`config.mk`:
```
export PLATFORM = sky130hd
export DESIGN_NAME = ggxb_sqrt
export DESIGN_NICKNAME = d
export VERILOG_FILES = /design/src/sv/ggx_specular_brdf_assert.svh /design/src/sv/ggxb_pkg.sv /design/src/sv/ggxb_sqrt.sv
export SDC_FILE = /design/constraint.sdc
export NUM_CORES = 2
export LEC_CHECK = 0
export BUFFER_PORTS_ARGS = -buffer_cell sky130_fd_sc_hd__buf_2
export CAP_MARGIN = 20
export CORE_UTILIZATION = 40
export CTS_BUF_LIST = sky130_fd_sc_hd__clkbuf_4 sky130_fd_sc_hd__clkbuf_8
export DETAILED_ROUTE_END_ITERATION = 6
export HOLD_SLACK_MARGIN = 0.12
export PLACE_DENSITY_LB_ADDON = 0.1
export SLEW_MARGIN = 20
export SYNTH_ARGS = -nofsm -noshare
export SYNTH_HDL_FRONTEND = slang
export SYNTH_SLANG_ARGS = --single-unit
```
`constraint.sdc`:
```
create_clock -name clk -period 7.4 [get_ports clk]
set_clock_uncertainty 0.1 [all_clocks]
set_input_delay 0 -clock clk [delete_from_list [all_inputs] [get_ports clk]]
set_output_delay 0 -clock clk [all_outputs]
set_load 0.1 [all_outputs]
```
`src/sv/ggx_specular_brdf_assert.svh`:
```
// Assertion macros shared by the GGX specular pipeline.
// Needs a clock named clk and an active-low reset named rst_n in scope.
`ifndef GGX_SPECULAR_BRDF_ASSERT_SVH
`define GGX_SPECULAR_BRDF_ASSERT_SVH

// The condition holds in the same cycle as the trigger.
`define GGXB_ASSERT_SAME(lbl, trig, cond, msg) \
  lbl: assert property (@(posedge clk) disable iff (!rst_n) (trig) |-> (cond)) \
    else $error(msg);

// The condition holds in the cycle after the trigger.
`define GGXB_ASSERT_NEXT(lbl, trig, cond, msg) \
  lbl: assert property (@(posedge clk) disable iff (!rst_n) (trig) |=> (cond)) \
    else $error(msg);

`endif

```
`src/sv/ggxb_pkg.sv`:
```
// Package for the GGX specular pipeline: widths, constants, types and helpers.
// Used by every module of the block; depends on nothing.
package ggxb_pkg;

  localparam int IN_FRAC_BITS  = 15;
  localparam int OUT_FRAC_BITS = 16;
  localparam int IN_W          = 16;
  localparam int WF            = 30;
  localparam int Q_W           = WF + 1;
  localparam int LAM_W         = 32;
  localparam int X_W           = 32;
  localparam int DEN_W         = 34;
  localparam int OUT_W         = 32;
  localparam int NUM_SH        = WF + 1 - OUT_FRAC_BITS;
  localparam int NUM_W         = 2 * Q_W - NUM_SH;

  // Stage counts.
  localparam int FRONT_N  = 4;
  localparam int SQ_N     = Q_W;
  localparam int SQ_REM_W = Q_W + 4;
  localparam int SQ_X_W   = 2 * Q_W;
  localparam int DIV_N    = OUT_W;
  localparam int DIV_LAT  = DIV_N + 1;
  localparam int PIPE_N   = FRONT_N + SQ_N + 3 + DIV_LAT + 1;

  typedef logic [Q_W-1:0] q30_t;

  localparam q30_t Q_ONE = {1'b1, {WF{1'b0}}};
  localparam logic [IN_W-1:0] IN_ONE = IN_W'(1 << IN_FRAC_BITS);
  localparam logic [31:0] PI_Q30 = 32'd3373259426;
  localparam logic [OUT_W-1:0] SAT32 = '1;

  // Front end output word.
  typedef struct packed {
    q30_t nl;
    q30_t nv;
    q30_t a2;
    q30_t dn2;
    logic [2:0][Q_W-1:0] f;
    q30_t qv;
    q30_t ql;
    logic clip;
  } fr_t;

  // Side data that rides next to the square roots.
  typedef struct packed {
    q30_t nl;
    q30_t nv;
    q30_t a2;
    q30_t dn2;
    logic [2:0][Q_W-1:0] f;
    logic clip;
  } side_t;

  // Zero denominator and clip flags that ride next to the dividers.
  typedef struct packed {
    logic dz;
    logic clip;
  } flag_t;

  // Q.30 product, floored back to Q.30; both operands are at most one.
  function automatic q30_t mulw(input q30_t a, input q30_t b);
    logic [2*Q_W-1:0] p;
    p = a * b;
    return p[WF +: Q_W];
  endfunction

  // Clamp an input to one and move it to Q.30.
  function automatic q30_t to_work(input logic [IN_W-1:0] v);
    logic [IN_W-1:0] c;
    c = (v > IN_ONE) ? IN_ONE : v;
    return q30_t'(c) << (WF - IN_FRAC_BITS);
  endfunction

endpackage

```
`src/sv/ggxb_sqrt.sv`:
```
// Pipelined floor square root of a Q.30 value, one root bit per stage.
// One word per cycle while en is high; depends on ggxb_pkg.
module ggxb_sqrt (
  input  logic           clk,
  input  logic           en,
  input  ggxb_pkg::q30_t rad_i,
  output ggxb_pkg::q30_t root_o
);
  import ggxb_pkg::*;

  logic [SQ_REM_W-1:0] rem_r [SQ_N];
  q30_t                root_r [SQ_N];
  logic [SQ_X_W-1:0]   x_r [SQ_N];

  logic [SQ_REM_W-1:0] rem_in [SQ_N];
  q30_t                root_in [SQ_N];
  logic [SQ_X_W-1:0]   x_in [SQ_N];

  logic [SQ_REM_W-1:0] rem_s [SQ_N];
  logic [SQ_REM_W-1:0] trial [SQ_N];
  logic [SQ_REM_W-1:0] rem_nxt [SQ_N];
  q30_t                root_nxt [SQ_N];
  logic [SQ_X_W-1:0]   x_nxt [SQ_N];

  // Stage inputs: the radicand is the value shifted up by 30 bits.
  always_comb begin
    rem_in[0]  = '0;
    root_in[0] = '0;
    x_in[0]    = {1'b0, rad_i, {WF{1'b0}}};
    for (int k = 1; k < SQ_N; k++) begin
      rem_in[k]  = rem_r[k-1];
      root_in[k] = root_r[k-1];
      x_in[k]    = x_r[k-1];
    end
  end

  // One digit per stage: bring down two bits and try the next root bit.
  always_comb begin
    for (int k = 0; k < SQ_N; k++) begin
      rem_s[k] = {rem_in[k][SQ_REM_W-3:0], x_in[k][SQ_X_W-1 -: 2]};
      trial[k] = SQ_REM_W'({root_in[k], 2'b01});
      x_nxt[k] = x_in[k] << 2;
      if (rem_s[k] >= trial[k]) begin
        rem_nxt[k]  = rem_s[k] - trial[k];
        root_nxt[k] = {root_in[k][Q_W-2:0], 1'b1};
      end else begin
        rem_nxt[k]  = rem_s[k];
        root_nxt[k] = {root_in[k][Q_W-2:0], 1'b0};
      end
    end
  end

  always_ff @(posedge clk) begin
    if (en) begin
      for (int k = 0; k < SQ_N; k++) begin
        rem_r[k]  <= rem_nxt[k];
        root_r[k] <= root_nxt[k];
        x_r[k]    <= x_nxt[k];
      end
    end
  end

  assign root_o = root_r[SQ_N-1];

endmodule

```
==> results.md <==
* Placer Congestion at approximately 0.86
* Fraction of layout cells with a size suffix above 1 at 8.49%
* Num rows at 170
* WP data required at ~8.0 ns
* Core Footprint at roughly 220,000 um2
* DRT Wirelength at between 150,000 and 200,000 um
* DRC Markers at 0
* Die Ht at roughly 470 um
* Routed vias at 56,893
* Synthesized instance count at ~7,500
* Max Cap Violations at 0
* Achievable Freq at 223 MHz
* Initial Utilization at slightly above 40%
* First-pass GRT wire length at 308,000 um
* Clk buf depth at 4
* Netlist cell types at 85
* Total gr overflow at 0
* Final instance area at 97,400 um2
* Max IR drop VDD at 0.194 mV
* CP Max Fanout at 28
* Die area at 219,000 um2
* Final Non-Filler Cells at 10,920
* Final worst-path cycle share at 60.5%
* Pwr Total at 28.2 mW
* Nets@finish at approximately 8,400
* Starting DRT DRC Count at a little under 4,000
* Total Routing Usage GR at between 10% and 20%
* Cell Area, Placed at 90,600 um2
* IO Port Bufs at 63
* Clock period minus worst slack at 4.48 ns
* Warnings, synthesis at 0
* Clk sinks at 1,658
* Placed Instances at 10,293
* Setup TNS at 0 ns
* Vias in the first global route at 56,088
* Adder-cell area share of the yosys netlist at between 7 and 8%
* DP HPWL at 143,000 um
* Largest family of logic cells by synthesized area: simple AND/OR/NAND/NOR gates
* Clock Pin Slew Worst Setup and Hold Paths at ~0.060 ns
* Vias/cell at 5.21
* Compound-Gate Fraction of Synth Area at 11.5%
* CTS Root Cell: clkbuf_8
* Leakage at 37.7 nW
* Synth Area in XOR/XNOR at between 7 and 8%
* RSZ-0062 raised after global routing: false
* Final setup fails at 0
* Area delta synth->final at 12.3%
* Total I/O pin count at 64
* Post-layout util at 45.3%
* Power Density at 289 nW/um2
* WL/cell at 18.1 um
* Top_reg_cell synth: edfxtp_1
* Crit start category: register
* Worst path arrival time at 5.07 ns
* DRT antenna net count at 0
* Layout fillers at 19,888
* Largest net degree at the start of global routing at 179
* Post-synth EDFFs at roughly 1,700
* Post-cts repair resize count at 0
* Synth Area per Inst at 11.6 um2
* Clk_lat worst skew at 1.04 ns
* #FFs+latches synth at roughly 1,700
* Initial antenna violation count at 2
* Sequential fraction of the synthesis area at 57.4%
* CTS Buf Count at 314
* Postcts setup bufs at 0
* Die Span X at approximately 470 um
* Fin. Hold Viols at 0
* Post-synthesis mux area share at less than 1%
* Worst hold path class: reg2reg
* WS Path Type: reg2reg
* Actual slew at the worst max-slew pin at ~1.0 ns
* Status: finished, final reports clean
* Pins Over Slew Limit at 0
* Hold_buf cts at 96
* Syn_nets at 8,022
* CTS tree: done
* Share of synthesized registers carrying an async set or reset at 0%
* H-tree levels at 5
* Crit end category: register
* Synthesized area at 86,700 um2
* Simple-gate share of the synthesized area at approximately an eighth
* DR pass1 iterations at 6
* Relative max-transition margin at 29.0%
## cell usage after synthesis (11+ instances only)
cell type	count	area share (%)
xor2_1	397	4.0
a21oi_1	430	2.5
ha_1	498	7.2
nor4_1	106	0.76
and3_1	41	0.30
nand3b_1	25	0.22
clkbuf_1	118	0.51
mux2_2	51	0.66
a31oi_1	45	0.32
fa_1	14	0.32
nand2b_1	108	0.78
o21ai_0	473	2.7
o31ai_1	61	0.53
nor3_1	208	1.2
o2111ai_1	11	0.11
nand3_1	116	0.67
xnor2_1	344	3.5
nor2b_1	69	0.50
a31o_2	12	0.12
or4_1	50	0.43
nor4b_1	15	0.15
nor3b_1	15	0.13
a211oi_1	41	0.35
nor2_1	510	2.2
nand2_1	617	2.7
a211o_1	18	0.18
o21bai_1	42	0.36
a21o_1	187	1.6
and4_1	16	0.16
a221oi_1	14	0.14
o211ai_1	35	0.30
nand4_1	51	0.37
or2_2	32	0.23
and2_1	23	0.17
inv_1	656	2.8
or3_1	83	0.60
o21a_1	95	0.82
edfxtp_1	1658	57
a21boi_0	21	0.18
## cells by family (layout without fill, tap and decap cells)
kind of cell             count (synthesis)  count (layout)
AO/OA/AOI/OAI                         1602            1602
XOR/XNOR                               741             741
adder cells (fa/ha/maj)                512             512
flip-flops                            1658            1658
buffers and inverters                  785            1384
other                                    1               7
AND/OR/NAND/NOR                       2121            2121
multiplexers                            57              57
## placed cells by master (no fill, tap or decap), drive strengths merged, types with 25 or more instances in the layout
cell / netlist / layout
nor2: 510 / 510
mux2: 51 / 51
or4: 52 / 52
clkbuf: 118 / 410
a31oi: 45 / 45
nand4: 51 / 51
o21a: 95 / 95
a211oi: 41 / 41
nand3: 116 / 116
nor4: 107 / 107
nor2b: 69 / 69
dlygate4sd3: 0 / 95
o21ai: 474 / 474
nand2: 617 / 617
and3: 41 / 41
nand3b: 25 / 25
o21bai: 42 / 42
a21o: 187 / 187
o211ai: 36 / 36
or3: 83 / 83
or2: 34 / 34
a21oi: 430 / 430
nand2b: 108 / 108
o31ai: 61 / 61
buf: 7 / 104
inv: 656 / 659
xnor2: 344 / 344
nor3: 208 / 208
edfxtp: 1658 / 1658
clkinv: 4 / 103
xor2: 397 / 397
ha: 498 / 498
## power by group
part	switching [mW]	internal [mW]	leakage, nW
clock network	3.83	4.72	3.06
registers	0.993	12.1	15.6
logic	3.78	2.73	19.0
total	8.60	19.6	37.7
## metrics by stage
step,setup slack [ns],hold WS (ns)
2_1_floorplan,3.73,-0.00113
3_3_place_gp,3.05,0.0765
3_5_place_dp,2.90,0.0781
4_1_cts,2.88,0.268
5_1_grt,2.52,0.279
6_report,2.92,0.285
## sequential cells by signal, indices dropped and copies added, names as in the netlist
register  count
rem_r       922
root_r      496
x_r         240
## worst paths after layout
path / end / cells past startpoint / startpoint / slack (ns)
worst min-delay path: x_r[0][599]$_DFFE_PP_ / 0 / x_r[0][537]$_DFFE_PP_ / 0.28
worst min register to register: x_r[0][599]$_DFFE_PP_ / 0 / x_r[0][537]$_DFFE_PP_ / 0.28
worst max register to register: rem_r[1][433]$_DFFE_PP_ / 13 / rem_r[1][391]$_DFFE_PP_ / 2.92
worst max-delay path: rem_r[1][433]$_DFFE_PP_ / 13 / rem_r[1][391]$_DFFE_PP_ / 2.92
## routing by layer
layer / vias to the layer above / global-route usage, % / share of wire, %
li1: 28176 / - / -
met1: 27058 / 21.8 / 43
met2: 1187 / 31.1 / 49
met3: 472 / 2.88 / 3.8
met4: 0 / 7.74 / 4.1
met5: - / 0 / 0
## cell type report
cell class / count / area, um2 / area share [%]
Clock buffer: 409 / 5080 / 5.21
Sequential cell: 1658 / 49800 / 51.1
Inverter: 660 / 2480 / 2.54
Clock inverter: 115 / 726 / 0.745
Antenna cell: 6 / 15.0 / 0.0154
Timing Repair Buffer: 200 / 1720 / 1.76
Multi-Input combinational cell: 5034 / 34000 / 35.0
Tap cell: 2838 / 3550 / 3.65
## worst max-delay path: stages (launching register included)
cell and delay [ns]:
edfxtp_1 0.41, ha_1 0.38, a2111oi_0 0.59, o21a_1 0.22, o21ai_0 0.14, or2_2 0.36, a31o_2 0.27, a221oi_1 0.46
o2111a_1 0.26, buf_4 0.30, inv_1 0.24, buf_4 0.28, nor2_1 0.11, a21oi_1 0.05
No activity file was read; power rests on OpenSTA's default activity.
